===== config.mk =====
export PLATFORM = sky130hd
export DESIGN_NAME = skew_matrix_mutation_top
export DESIGN_NICKNAME = d
export VERILOG_FILES = /design/src/rtl/core/smm_pkg.sv /design/src/rtl/core/smm_entry_update.sv /design/src/rtl/core/skew_matrix_mutation_top.sv
export VERILOG_INCLUDE_DIRS = /design/src /design/src/rtl/core
export SDC_FILE = /design/constraint.sdc
export NUM_CORES = 2
export LEC_CHECK = 0
export BUFFER_PORTS_ARGS = -buffer_cell sky130_fd_sc_hd__buf_2
export CAP_MARGIN = 20
export CORE_UTILIZATION = 60
export CTS_CLUSTER_DIAMETER = 80
export DETAILED_ROUTE_END_ITERATION = 7
export GPL_TIMING_DRIVEN = 0
export HOLD_SLACK_MARGIN = 0.12
export PLACE_DENSITY = 0.72
export RECOVER_POWER = 25
export REMOVE_ABC_BUFFERS = 1
export SYNTH_ARGS = -nofsm -noshare
export SYNTH_HDL_FRONTEND = slang
export SYNTH_SLANG_ARGS = --single-unit

===== constraint.sdc =====
create_clock -name clock -period 10.2 [get_ports clock]
set_input_delay 0.51 -clock clock [delete_from_list [all_inputs] [get_ports clock]]
set_output_delay 0.51 -clock clock [all_outputs]
set_load 0.1 [all_outputs]

===== src/rtl/core/skew_matrix_mutation_top_macros.svh =====
// Assertion helpers for the RTL file that checks itself.
`ifndef SKEW_MATRIX_MUTATION_TOP_MACROS_SVH
`define SKEW_MATRIX_MUTATION_TOP_MACROS_SVH

// Consequent holds in the same cycle as the antecedent.
`define SMM_ASSERT_NOW(lbl, ante, cons, msg) \
   lbl: assert property (@(posedge clock) disable iff (reset) (ante) |-> (cons)) \
      else $error(msg);

// Consequent holds in the cycle after the antecedent.
`define SMM_ASSERT_NEXT(lbl, ante, cons, msg) \
   lbl: assert property (@(posedge clock) disable iff (reset) (ante) |=> (cons)) \
      else $error(msg);

`endif


===== src/rtl/core/smm_pkg.sv =====
package smm_pkg;

   localparam int ENTRY_W   = 16;
   localparam int PROD_W    = 32;
   localparam int SUM_W     = 34;
   localparam int DEF_MAX_N = 8;

   localparam int SIZE_W = 4;
   localparam logic [SIZE_W-1:0] SIZE_RESET = 4'd8;

   localparam int CSR_ADDR_W = 3;
   localparam int CSR_DATA_W = 32;
   localparam logic [0:0] REG_MATRIX_SIZE = 1'b0;

   localparam int KIND_W = 2;
   localparam logic [KIND_W-1:0] KIND_WRITE  = 2'd0;
   localparam logic [KIND_W-1:0] KIND_READ   = 2'd1;
   localparam logic [KIND_W-1:0] KIND_MUTATE = 2'd2;

   // new entry must lie strictly inside these bounds
   localparam logic signed [SUM_W-1:0] ENTRY_LOW  = -34'sd32768;
   localparam logic signed [SUM_W-1:0] ENTRY_HIGH = 34'sd32768;

   typedef struct packed {
      logic vld;         // sweep step issued this cycle
      logic region;      // entry lies inside the n by n matrix
      logic pivot_line;  // entry lies on pivot row or pivot column
   } smm_ctl_type;

endpackage


===== src/rtl/core/smm_entry_update.sv =====
module smm_entry_update
   import smm_pkg::*;
(
   input  logic                      clock,
   input  logic                      reset,
   input  smm_ctl_type               ctl,
   input  logic signed [ENTRY_W-1:0] bik,
   input  logic signed [ENTRY_W-1:0] bkj,
   input  logic signed [ENTRY_W-1:0] b,
   output logic                      upd_vld,
   output logic        [ENTRY_W-1:0] upd_value,
   output logic                      upd_ovf
);

   logic signed [PROD_W-1:0] prod_ff, prod_in;
   logic vld_ff, vld_in;
   logic add_ff, add_in;
   logic sub_ff, sub_in;
   logic neg_ff, neg_in;
   logic chk_ff, chk_in;

   logic signed [SUM_W-1:0] b_ext;
   logic signed [SUM_W-1:0] p_ext;
   logic signed [SUM_W-1:0] x;

   // stage 1: product of the snapshot pair, only one sign case can contribute
   always_comb begin
      prod_in = PROD_W'(bik) * PROD_W'(bkj);
      vld_in  = ctl.vld;
      chk_in  = ctl.region;
      neg_in  = ctl.region && ctl.pivot_line;
      add_in  = ctl.region && !ctl.pivot_line && (bik > 0) && (bkj > 0);
      sub_in  = ctl.region && !ctl.pivot_line && (bik < 0) && (bkj < 0);
   end

   always_ff @(posedge clock) begin
      if (reset) begin
         vld_ff <= 1'b0;
      end else begin
         vld_ff <= vld_in;
      end
      prod_ff <= prod_in;
      add_ff  <= add_in;
      sub_ff  <= sub_in;
      neg_ff  <= neg_in;
      chk_ff  <= chk_in;
   end

   // stage 2: combine with the entry read from the active bank
   always_comb begin
      b_ext = SUM_W'(b);
      p_ext = SUM_W'(prod_ff);
      if (neg_ff) begin
         x = -b_ext;
      end else if (add_ff) begin
         x = b_ext + p_ext;
      end else if (sub_ff) begin
         x = b_ext - p_ext;
      end else begin
         x = b_ext;
      end
   end

   assign upd_vld   = vld_ff;
   assign upd_value = x[ENTRY_W-1:0];
   assign upd_ovf   = vld_ff && chk_ff && ((x <= ENTRY_LOW) || (x >= ENTRY_HIGH));

endmodule


===== src/rtl/core/skew_matrix_mutation_top.sv =====
// Exchange-matrix mutation engine. Items are taken when start is high and busy
// is low; every item returns exactly one result on rsp_strobe, which the
// receiver cannot stall. Write, read and no-op items (and a mutation whose pivot
// is outside the matrix) answer in the cycle after acceptance and a new item may
// be started in that same cycle. A mutation holds busy until it is done and
// answers in the same cycle that busy drops. Its length is set by the single
// read port of the two-bank matrix memory: the pivot row and column are
// snapshotted one entry per cycle, then every entry of the active bank is read,
// updated and written into the other bank at one entry per cycle. The banks swap
// only if every updated entry lies strictly between -32768 and 32768.
`include "skew_matrix_mutation_top_macros.svh"

module skew_matrix_mutation_top
   import smm_pkg::*;
#(
   parameter int MAX_N = DEF_MAX_N
) (
   input  logic                         clock,
   input  logic                         reset,
   input  logic                         start,
   output logic                         busy,
   input  logic        [KIND_W-1:0]     req_kind,
   input  logic        [2:0]            req_row,
   input  logic        [2:0]            req_col,
   input  logic signed [ENTRY_W-1:0]    req_value,
   input  logic        [2:0]            req_pivot,
   output logic                         rsp_strobe,
   output logic signed [ENTRY_W-1:0]    rsp_read_value,
   output logic                         rsp_overflow,
   input  logic                         psel,
   input  logic                         penable,
   input  logic                         pwrite,
   input  logic        [CSR_ADDR_W-1:0] paddr,
   input  logic        [CSR_DATA_W-1:0] pwdata,
   output logic        [CSR_DATA_W-1:0] prdata,
   output logic                         pready
);

   localparam int IDX_W = (MAX_N > 1) ? $clog2(MAX_N) : 1;
   localparam int DEPTH = MAX_N * MAX_N;
   localparam int AW    = $clog2(DEPTH);
   localparam int N_W   = $clog2(MAX_N + 1);
   localparam int CW    = (N_W > SIZE_W) ? N_W : SIZE_W;
   localparam logic [IDX_W-1:0] IDX_LAST = IDX_W'(MAX_N - 1);

   typedef enum logic [4:0] {
      ST_IDLE  = 5'b00001,
      ST_SNAP  = 5'b00010,
      ST_GAP   = 5'b00100,
      ST_SWEEP = 5'b01000,
      ST_LAST  = 5'b10000
   } state_type;

   // both banks, bank bit on top of the entry address
   logic [ENTRY_W-1:0] matrix_mem_ff [2**(AW+1)];
   logic [ENTRY_W-1:0] rd_data_ff;
   logic [ENTRY_W-1:0] row_copy_ff [MAX_N];
   logic [ENTRY_W-1:0] col_copy_ff [MAX_N];

   state_type state_ff, state_in;
   logic active_bank_ff, active_bank_in;
   logic [SIZE_W-1:0] matrix_size_ff, matrix_size_in;
   logic [IDX_W-1:0] pivot_ff, pivot_in;
   logic [IDX_W-1:0] i_ff, i_in;
   logic [IDX_W-1:0] j_ff, j_in;
   logic sel_ff, sel_in;
   logic ovf_ff, ovf_in;
   logic rsp_valid_ff, rsp_valid_in;
   logic rsp_mem_ff, rsp_mem_in;
   logic rsp_ovf_ff, rsp_ovf_in;
   logic sn_vld_ff, sn_vld_in;
   logic sn_sel_ff, sn_sel_in;
   logic [IDX_W-1:0] sn_idx_ff, sn_idx_in;
   logic [AW-1:0] s1_addr_ff, s1_addr_in;

   logic [CW-1:0] n_eff;
   logic accept;
   logic req_in_range;
   logic pivot_in_range;
   logic [IDX_W-1:0] row_idx;
   logic [IDX_W-1:0] col_idx;
   logic [IDX_W-1:0] req_pivot_idx;
   logic [AW:0] rd_addr;
   logic mem_we;
   logic [AW:0] mem_wa;
   logic [ENTRY_W-1:0] mem_wd;
   logic csr_write;
   logic [0:0] csr_index;

   smm_ctl_type upd_ctl;
   logic upd_vld;
   logic [ENTRY_W-1:0] upd_value;
   logic upd_ovf;
   logic ovf_total;

   function automatic logic [AW-1:0] entry_addr(input logic [IDX_W-1:0] r,
                                                 input logic [IDX_W-1:0] c);
      return AW'(AW'(r) * AW'(MAX_N) + AW'(c));
   endfunction

   // ---------------- configuration port ----------------
   assign pready    = 1'b1;
   assign csr_write = psel && penable && pwrite && pready;
   assign csr_index = paddr[CSR_ADDR_W-1:2];
   assign prdata    = (csr_index == REG_MATRIX_SIZE) ? CSR_DATA_W'(matrix_size_ff) : '0;

   always_comb begin
      matrix_size_in = matrix_size_ff;
      if (csr_write && (csr_index == REG_MATRIX_SIZE)) begin
         matrix_size_in = pwdata[SIZE_W-1:0];
      end
   end

   always_comb begin
      if (matrix_size_ff == '0) begin
         n_eff = CW'(1);
      end else if (CW'(matrix_size_ff) > CW'(MAX_N)) begin
         n_eff = CW'(MAX_N);
      end else begin
         n_eff = CW'(matrix_size_ff);
      end
   end

   // ---------------- request decode ----------------
   assign busy           = (state_ff != ST_IDLE);
   assign accept         = start && !busy;
   assign row_idx        = IDX_W'(req_row);
   assign col_idx        = IDX_W'(req_col);
   assign req_pivot_idx  = IDX_W'(req_pivot);
   assign req_in_range   = (CW'(req_row) < n_eff) && (CW'(req_col) < n_eff);
   assign pivot_in_range = CW'(req_pivot) < n_eff;

   // ---------------- read address ----------------
   always_comb begin
      unique case (state_ff)
         ST_IDLE:  rd_addr = {active_bank_ff, entry_addr(row_idx, col_idx)};
         ST_SNAP:  rd_addr = sel_ff ? {active_bank_ff, entry_addr(i_ff, pivot_ff)}
                                    : {active_bank_ff, entry_addr(pivot_ff, i_ff)};
         ST_SWEEP: rd_addr = {active_bank_ff, entry_addr(i_ff, j_ff)};
         default:  rd_addr = {active_bank_ff, {AW{1'b0}}};
      endcase
   end

   // ---------------- entry update unit ----------------
   always_comb begin
      upd_ctl.vld        = (state_ff == ST_SWEEP);
      upd_ctl.region     = (CW'(i_ff) < n_eff) && (CW'(j_ff) < n_eff);
      upd_ctl.pivot_line = (i_ff == pivot_ff) || (j_ff == pivot_ff);
   end

   smm_entry_update u_update (
      .clock     (clock),
      .reset     (reset),
      .ctl       (upd_ctl),
      .bik       ($signed(col_copy_ff[i_ff])),
      .bkj       ($signed(row_copy_ff[j_ff])),
      .b         ($signed(rd_data_ff)),
      .upd_vld   (upd_vld),
      .upd_value (upd_value),
      .upd_ovf   (upd_ovf)
   );

   assign ovf_total = ovf_ff || upd_ovf;

   // ---------------- memory write port ----------------
   always_comb begin
      mem_we = 1'b0;
      mem_wa = {active_bank_ff, entry_addr(row_idx, col_idx)};
      mem_wd = req_value;
      if (accept && (req_kind == KIND_WRITE) && req_in_range) begin
         mem_we = 1'b1;
      end else if (upd_vld) begin
         // sweep results always land in the inactive bank
         mem_we = 1'b1;
         mem_wa = {~active_bank_ff, s1_addr_ff};
         mem_wd = upd_value;
      end
   end

   always_ff @(posedge clock) begin
      if (mem_we) begin
         matrix_mem_ff[mem_wa] <= mem_wd;
      end
      rd_data_ff <= matrix_mem_ff[rd_addr];
   end

   // snapshot data returns in the cycle after its read
   always_ff @(posedge clock) begin
      if (sn_vld_ff) begin
         if (sn_sel_ff) begin
            col_copy_ff[sn_idx_ff] <= rd_data_ff;
         end else begin
            row_copy_ff[sn_idx_ff] <= rd_data_ff;
         end
      end
   end

   // ---------------- sequencer ----------------
   always_comb begin
      state_in       = state_ff;
      active_bank_in = active_bank_ff;
      pivot_in       = pivot_ff;
      i_in           = i_ff;
      j_in           = j_ff;
      sel_in         = sel_ff;
      ovf_in         = upd_vld ? ovf_total : ovf_ff;
      rsp_valid_in   = 1'b0;
      rsp_mem_in     = 1'b0;
      rsp_ovf_in     = 1'b0;
      sn_vld_in      = (state_ff == ST_SNAP);
      sn_sel_in      = sel_ff;
      sn_idx_in      = i_ff;
      s1_addr_in     = entry_addr(i_ff, j_ff);

      unique case (state_ff)
         ST_IDLE: begin
            if (accept) begin
               if ((req_kind == KIND_MUTATE) && pivot_in_range) begin
                  state_in = ST_SNAP;
                  pivot_in = req_pivot_idx;
                  i_in     = '0;
                  sel_in   = 1'b0;
                  ovf_in   = 1'b0;
               end else begin
                  rsp_valid_in = 1'b1;
                  rsp_mem_in   = (req_kind == KIND_READ) && req_in_range;
               end
            end
         end
         ST_SNAP: begin
            // pivot row entry first, then pivot column entry, per index
            if (!sel_ff) begin
               sel_in = 1'b1;
            end else begin
               sel_in = 1'b0;
               if (CW'(i_ff) == n_eff - CW'(1)) begin
                  state_in = ST_GAP;
               end else begin
                  i_in = i_ff + IDX_W'(1);
               end
            end
         end
         ST_GAP: begin
            state_in = ST_SWEEP;
            i_in     = '0;
            j_in     = '0;
         end
         ST_SWEEP: begin
            // the full bank is swept so entries outside n carry over
            if (j_ff == IDX_LAST) begin
               j_in = '0;
               if (i_ff == IDX_LAST) begin
                  state_in = ST_LAST;
               end else begin
                  i_in = i_ff + IDX_W'(1);
               end
            end else begin
               j_in = j_ff + IDX_W'(1);
            end
         end
         ST_LAST: begin
            state_in     = ST_IDLE;
            rsp_valid_in = 1'b1;
            rsp_ovf_in   = ovf_total;
            if (!ovf_total) begin
               active_bank_in = ~active_bank_ff;
            end
         end
         default: begin
            state_in = ST_IDLE;
         end
      endcase
   end

   always_ff @(posedge clock) begin
      if (reset) begin
         state_ff       <= ST_IDLE;
         active_bank_ff <= 1'b0;
         matrix_size_ff <= SIZE_RESET;
         ovf_ff         <= 1'b0;
         rsp_valid_ff   <= 1'b0;
         sn_vld_ff      <= 1'b0;
      end else begin
         state_ff       <= state_in;
         active_bank_ff <= active_bank_in;
         matrix_size_ff <= matrix_size_in;
         ovf_ff         <= ovf_in;
         rsp_valid_ff   <= rsp_valid_in;
         sn_vld_ff      <= sn_vld_in;
      end
      pivot_ff   <= pivot_in;
      i_ff       <= i_in;
      j_ff       <= j_in;
      sel_ff     <= sel_in;
      rsp_mem_ff <= rsp_mem_in;
      rsp_ovf_ff <= rsp_ovf_in;
      sn_sel_ff  <= sn_sel_in;
      sn_idx_ff  <= sn_idx_in;
      s1_addr_ff <= s1_addr_in;
   end

   // ---------------- result ----------------
   assign rsp_strobe     = rsp_valid_ff;
   assign rsp_read_value = rsp_mem_ff ? $signed(rd_data_ff) : '0;
   assign rsp_overflow   = rsp_ovf_ff;

   // ---------------- checks ----------------
   `SMM_ASSERT_NOW(a_mutate_done_rsp, $fell(busy) && !$past(reset), rsp_strobe, "mutation ended without a result")
   `SMM_ASSERT_NEXT(a_short_item_rsp, accept && (req_kind != KIND_MUTATE), rsp_strobe, "short transaction gave no result")
   `SMM_ASSERT_NOW(a_swap_clean, !$stable(active_bank_ff) && !$past(reset), rsp_strobe && !rsp_overflow, "bank swap without a clean result")
   `SMM_ASSERT_NOW(a_no_rsp_busy, busy, !rsp_strobe, "result while a mutation is in progress")

endmodule


# ---- Yosys cells after proc, flatten, opt, wreduce, memory -nomap -nowiden
# Memories as Yosys holds them, arrays and structs flattened. A register that Yosys moved wholly into a read port is not among the register bits.
# Index checks and enable logic that the tools add are counted.
dict set report totals {
  reg_bits 72
  ramBits 2304
  inputBits 68
  out_inout_bits 52
  wordCells 159
  n_memories 3
}
dict set report op_classes {
  addsub 10
  multipliers 1
  order_cmp 12
  n_eq_ne 21
  muxes 52
  bitwise_logic 5
  reduce_logical 34
}
# memory words word_bits rd rd_clocked_by_memory_dff wr line_no
set memory_table {}
lappend memory_table {matrix_mem_ff 128 16 1 1 1 skew_matrix_mutation_top.sv:55} ;# logic [ENTRY_W-1:0] matrix_mem_ff [2**(AW+1)];
lappend memory_table {col_copy_ff 8 16 1 1 1 skew_matrix_mutation_top.sv:58} ;# logic [ENTRY_W-1:0] col_copy_ff [MAX_N];
lappend memory_table {row_copy_ff 8 16 1 1 1 skew_matrix_mutation_top.sv:57} ;# logic [ENTRY_W-1:0] row_copy_ff [MAX_N];
# operator count
set op_table {}
lappend op_table {{$mux 34} 3}
lappend op_table {{$mux 16} 3}
lappend op_table {{$ge 34x17->1 const B} 1}
lappend op_table {{$le 34x16->1 const B} 1}
lappend op_table {{$neg 16->34} 1}
lappend op_table {{$add 16x32->33} 1}
lappend op_table {{$sub 16x32->33} 1}
lappend op_table {{$gt 16x1->1 const B} 2}
lappend op_table {{$lt 16x1->1 const B} 2}
lappend op_table {{$mul 16x16->32} 1}
lappend op_table {{$mux 5} 6}
lappend op_table {{$mux 3} 9}
lappend op_table {{$add 6x3->6} 4}
lappend op_table {{$lt 3x4->1} 5}
lappend op_table {{$pmux 5 s4} 1}
lappend op_table {{$mux 1} 19}
lappend op_table {{$logic_and 1x1->1} 18}
lappend op_table {{$pmux 6 s3} 1}
lappend op_table {{$mux 7} 2}
lappend op_table {{$ne 2x2->1 const B} 7}
lappend op_table {{$mux 4} 3}
lappend op_table {{$pmux 3 s4} 1}
lappend op_table {{$reduce_and 7->1} 1}
lappend op_table {{$add 3x1->3 const B} 2}
lappend op_table {{28 further kinds} 40}

# ---- Depth between registers and ports, before layout
dict set report depth {
  word_depth 12
  mapped_depth 31
}

# ---- Hierarchy
# Synthesis repeated with hierarchy kept, for this count alone.
dict set report unflattened {
  cells_unflattened 7973
  hier_area_um2 108581.6
}
# module n_inst cells_per_inst area_each_um2 seq_area_each_um2
set by_module_without_submodules {}
lappend by_module_without_submodules {skew_matrix_mutation_top 1 6067 92939.1 70367.5}
lappend by_module_without_submodules {smm_entry_update 1 1906 15642.5 740.7}

# ---- Least setup slack after synthesis
# Ideal clock, no wire load.
dict set report synth_path {
  path_type {reg2reg}
  start {register rd_data_ff[0], read port of matrix_mem_ff}
  end {memory matrix_mem_ff[0][14] (data pin)}
  setup_ps 1197
  arrival_time_ps 7573
  setup_slack_ps 1430
  stages_incl_launch_ff 12
  path_buffers 0
  cell_sequence {dfxtp_1 inv_1 ha_1 fa_1 nand2b_1 a211oi_1 o21ai_0 a21oi_1 o31ai_1 a211oi_1 o22ai_1 o21ai_0}
}
dict set report synth_between {
  elab_chain_len 6
  elab_cells_between_ends 8
  cone_classes {add/sub (3); mux (5)}
}
# element line_no
set synth_rtl {}
lappend synth_rtl {{start, declared} skew_matrix_mutation_top.sv:56} ;# logic [ENTRY_W-1:0] rd_data_ff;
lappend synth_rtl {{$sub 16x32->33} smm_entry_update.sv:58} ;# x = b_ext - p_ext;
lappend synth_rtl {{$mux 34} smm_entry_update.sv:57} ;# end else if (sub_ff) begin
lappend synth_rtl {{$mux 34} smm_entry_update.sv:55} ;# end else if (add_ff) begin
lappend synth_rtl {{$mux 34 (*)} smm_entry_update.sv:53} ;# if (neg_ff) begin
lappend synth_rtl {{$mux 16 (*)} skew_matrix_mutation_top.sv:172} ;# end else if (upd_vld) begin
lappend synth_rtl {{$mux 16 (*)} skew_matrix_mutation_top.sv:170} ;# if (accept && (req_kind == KIND_WRITE) && req_in_range) begin
lappend synth_rtl {{named net mem_wd[14]} skew_matrix_mutation_top.sv:86} ;# logic [ENTRY_W-1:0] mem_wd;
lappend synth_rtl {{end, declared} skew_matrix_mutation_top.sv:55}
# Mark *: on every way through the listed nets, which the timed path passes. The rest lies on a longest branch.

==> summary.md <==
| Metric | Value |
|---|---|
| Status | finished, violations left |
| Failing checks | max-capacitance violations, max-slew violations |
| TritonRoute pass-1 iters | 6 |
| Core footprint | 182000 um2 |
| Highest Clock Rate | 0.111 GHz |
| First-pass GRT wire length | 429000 um |
| R2R depth | 26 |
| Grt ovf | 0 |
| Antenna violations before repair | 8 |
| H-tree levels | 4 |
| Max_cap viols | 23 |
| Cell count after synthesis | 8367 |
| Largest net degree at the start of global routing | 87 |
| Final wirelength | 287000 um |
| Drt drc | 0 |
| Hold WS | 0.205 ns |
| Avg Inst Size Synth | 13.2 um2 |
| Clock Tree Root | clkbuf_16 |
| Final Non-Filler Cells | 11122 |
| CP Launch Type | flop |
| FILL cells | 11995 |
| Die Ht | 430 um |
| Top delay family on crit path | adder cells |
| Clk buf depth | 3 |
| Final Cycle Share | 0.883 |
| Setup repair bufs after CTS | 0 |
| Slowest stage delay, CP | 1.37 ns |
| Post-Syn Area | 110000 um2 |
| WP depth | 26 |
| Chip width | 430 um |
| Row cnt | 156 |
| Most frequent cells in the layout | 2314 x edfxtp_1, 1230 x nand2_1, 723 x a211oi_1, 539 x and2_1, 402 x inv_1 |
| Final Wtd Congestion | 0.945 |
| # IOs | 120 |
| Synth top area share | 0.631 |
| Post-Route Skew | 0.0767 ns |
| WP data required | 10.95 ns |
| Crit. End Element | flop |
| Total GRT Usage | 0.309 |
| TritonCTS clock tree | yes |
| Most frequent CP cell | fa_1 |
| Flop2flop setup slack | 1.19 ns |
| TritonCTS Buffers | 230 |
| Synth unique cells | 109 |
| Starting Density | 0.607 |
| Hold Crit Class | in2reg |
| DPL Wire Length | 194000 um |
| Antenna viol nets, final | 0 |
| Vias per cell | 6.44 |
| Die area | 185000 um2 |
| Clock Pin Slew Worst Setup and Hold Paths | 0.06 ns |
| Final Setup Violations | 0 |
| Slew Limit Headroom | -1.62 |
| Setup repair after global routing missed its margin | no |
| Asr flop ratio synth | 0 |
| Final #Nets | 9038 |
| DP Cell Count | 10652 |
| Port Buffers | 60 |
| Fraction of layout cells with a size suffix above 1 | 0.122 |
| Synthesis Warnings | 0 |
| Main synth FF type | edfxtp_1 |
| Post-synth EDFFs | 2314 |
| Sequential area share after synthesis | 0.646 |
| Setup TNS | 0 ns |
| Minimum clock period | 9.01 ns |
| Clk_lat worst skew | 0.90 ns |
| Actual slew at the worst max-slew pin | 3.89 ns |
| Seq. cell area | 71100 um2 |
| WP buf/inv | 5 |
| Hold Crit Depth | 3 |
| Final Slew Violations | 747 |
| DR WL/cell | 25.8 um |
| Crit-path max FO | 32 |
| Layout area overhead | 13.3% |
| CP Class | reg2reg |
| Dominant cells by area after synthesis | edfxtp_1 63%, a211oi_1 4.9%, fa_1 4.8% |
| Vias in the first global route | 69685 |
| #FFs+latches synth | 2395 |
| CP max stage cell | dfxtp_1 |
| Largest area contributor in the netlist | edfxtp_1 |
| Iteration-0 DRC Markers | 8340 |
| Commonest non-fill, non-tap cell in the layout | edfxtp_1 |
| Worst Path Arrival | 9.76 ns |
| Total clock sinks | 2395 |
| Vias post-DR | 71590 |
| Area of the multi-input gates | 35600 um2 |
| Fin. Hold Viols | 0 |
-- layer usage --
metal | part of all wire | GRT usage | wire, um | vias to the layer above
li1 | - | - | - | 31531
met2 | 0.47 | 0.487 | 134000 | 3418
met1 | 0.39 | 0.415 | 111000 | 35930
met3 | 0.088 | 0.0579 | 25200 | 705
met4 | 0.058 | 0.160 | 16700 | 6
met5 | 0.00014 | 0 | 39 | -
-- worst paths after layout --
path / startpoint / to
max: flop / u_update.prod_ff[28]
min: req_kind[0] / pivot_ff[2]
max reg2reg: flop / u_update.prod_ff[28]
min reg2reg: rd_data_ff[0] / col_copy_ff[3][0]
-- synth_stat cells, types with 13 or more instances --
library cell,number
buf_4,29
nor2_1,379
or2_2,24
ha_1,165
clkbuf_1,470
mux2_2,29
nor4_1,19
o21bai_1,19
a311oi_1,258
o211ai_1,16
o21a_1,15
o21ai_0,82
nor3_1,50
or3_1,13
nand4_1,17
buf_2,27
inv_1,401
nand2b_1,35
a211oi_1,723
nand3_1,47
buf_1,36
a31oi_1,277
mux2i_1,44
edfxtp_1,2314
dfxtp_1,81
fa_1,264
nand2_1,1230
a21o_1,21
a21oi_1,362
and2_1,543
mux4_2,80
o31ai_1,17
xnor2_1,42
nor2b_1,29
xor2_1,20
-- per-stage QoR --
stage	utilization	instance area [um2]	setup WS (ns)
after floorplan	-	108000	-21.09
after global placement	0.612	111000	-56.79
after detailed placement	0.649	118000	1.25
after CTS	0.691	126000	1.18
after global routing	0.687	125000	0.789
final	0.687	125000	1.19
-- cells by family after synthesis --
logic type,after synthesis,synth area share
DFF,2395,0.646
adders and majority gates,429,0.0667
buffers and inverters,981,0.0360
and+or+nand+nor,2443,0.102
xor gates and xnor gates,62,0.00493
other,2,0.0000682
AOI/OAI and AO/OA,1902,0.121
muxes,153,0.0233
-- repair_timing --
item | 4_1_cts | 5_1_grt
hold buffers | 17 | 0
gates resized for setup | 0 | 0
endpoints found under the hold margin | 20 | 0
-- worst register-to-register path: stages (launching register included) --
cell,delay (ns)
dfxtp_1,1.37
mux4_2,0.49
mux2i_2,0.37
buf_6,0.26
nor2_1,0.10
fa_1,0.57
inv_1,0.05
fa_1,0.47
fa_1,0.51
inv_1,0.06
fa_1,0.52
fa_1,0.52
inv_1,0.05
fa_1,0.47
inv_1,0.06
ha_1,0.39
a211o_1,0.32
nor3_1,0.17
o211ai_1,0.18
and3_1,0.25
o311a_1,0.40
or4_1,0.42
a31oi_1,0.29
nor2b_1,0.08
o21ai_0,0.21
nor2b_1,0.19
xnor2_1,0.13
-- state kept, by name (all words and copies together), names as in the netlist, 3 cells and up, named ones only --
signal / flops
matrix_mem_ff: 2048
col_copy_ff: 128
row_copy_ff: 128
u_update.prod_ff: 32
rd_data_ff: 16
s1_addr_ff: 6
state_ff: 5
matrix_size_ff: 4
i_ff: 3
j_ff: 3
pivot_ff: 3
-- layout make-up --
cell class | count | share of cell area
Clock inverter | 136 | 0.0114
Clock buffer | 300 | 0.0498
Inverter | 404 | 0.0122
Multi-Input combinational cell | 5018 | 0.286
Tap cell | 2370 | 0.0238
Antenna cell | 7 | 0.000140
Timing Repair Buffer | 492 | 0.0470
Sequential cell | 2395 | 0.570
Power is not shown: default switching activity piles up to over one toggle a cycle in this logic, so the estimate is an artifact.
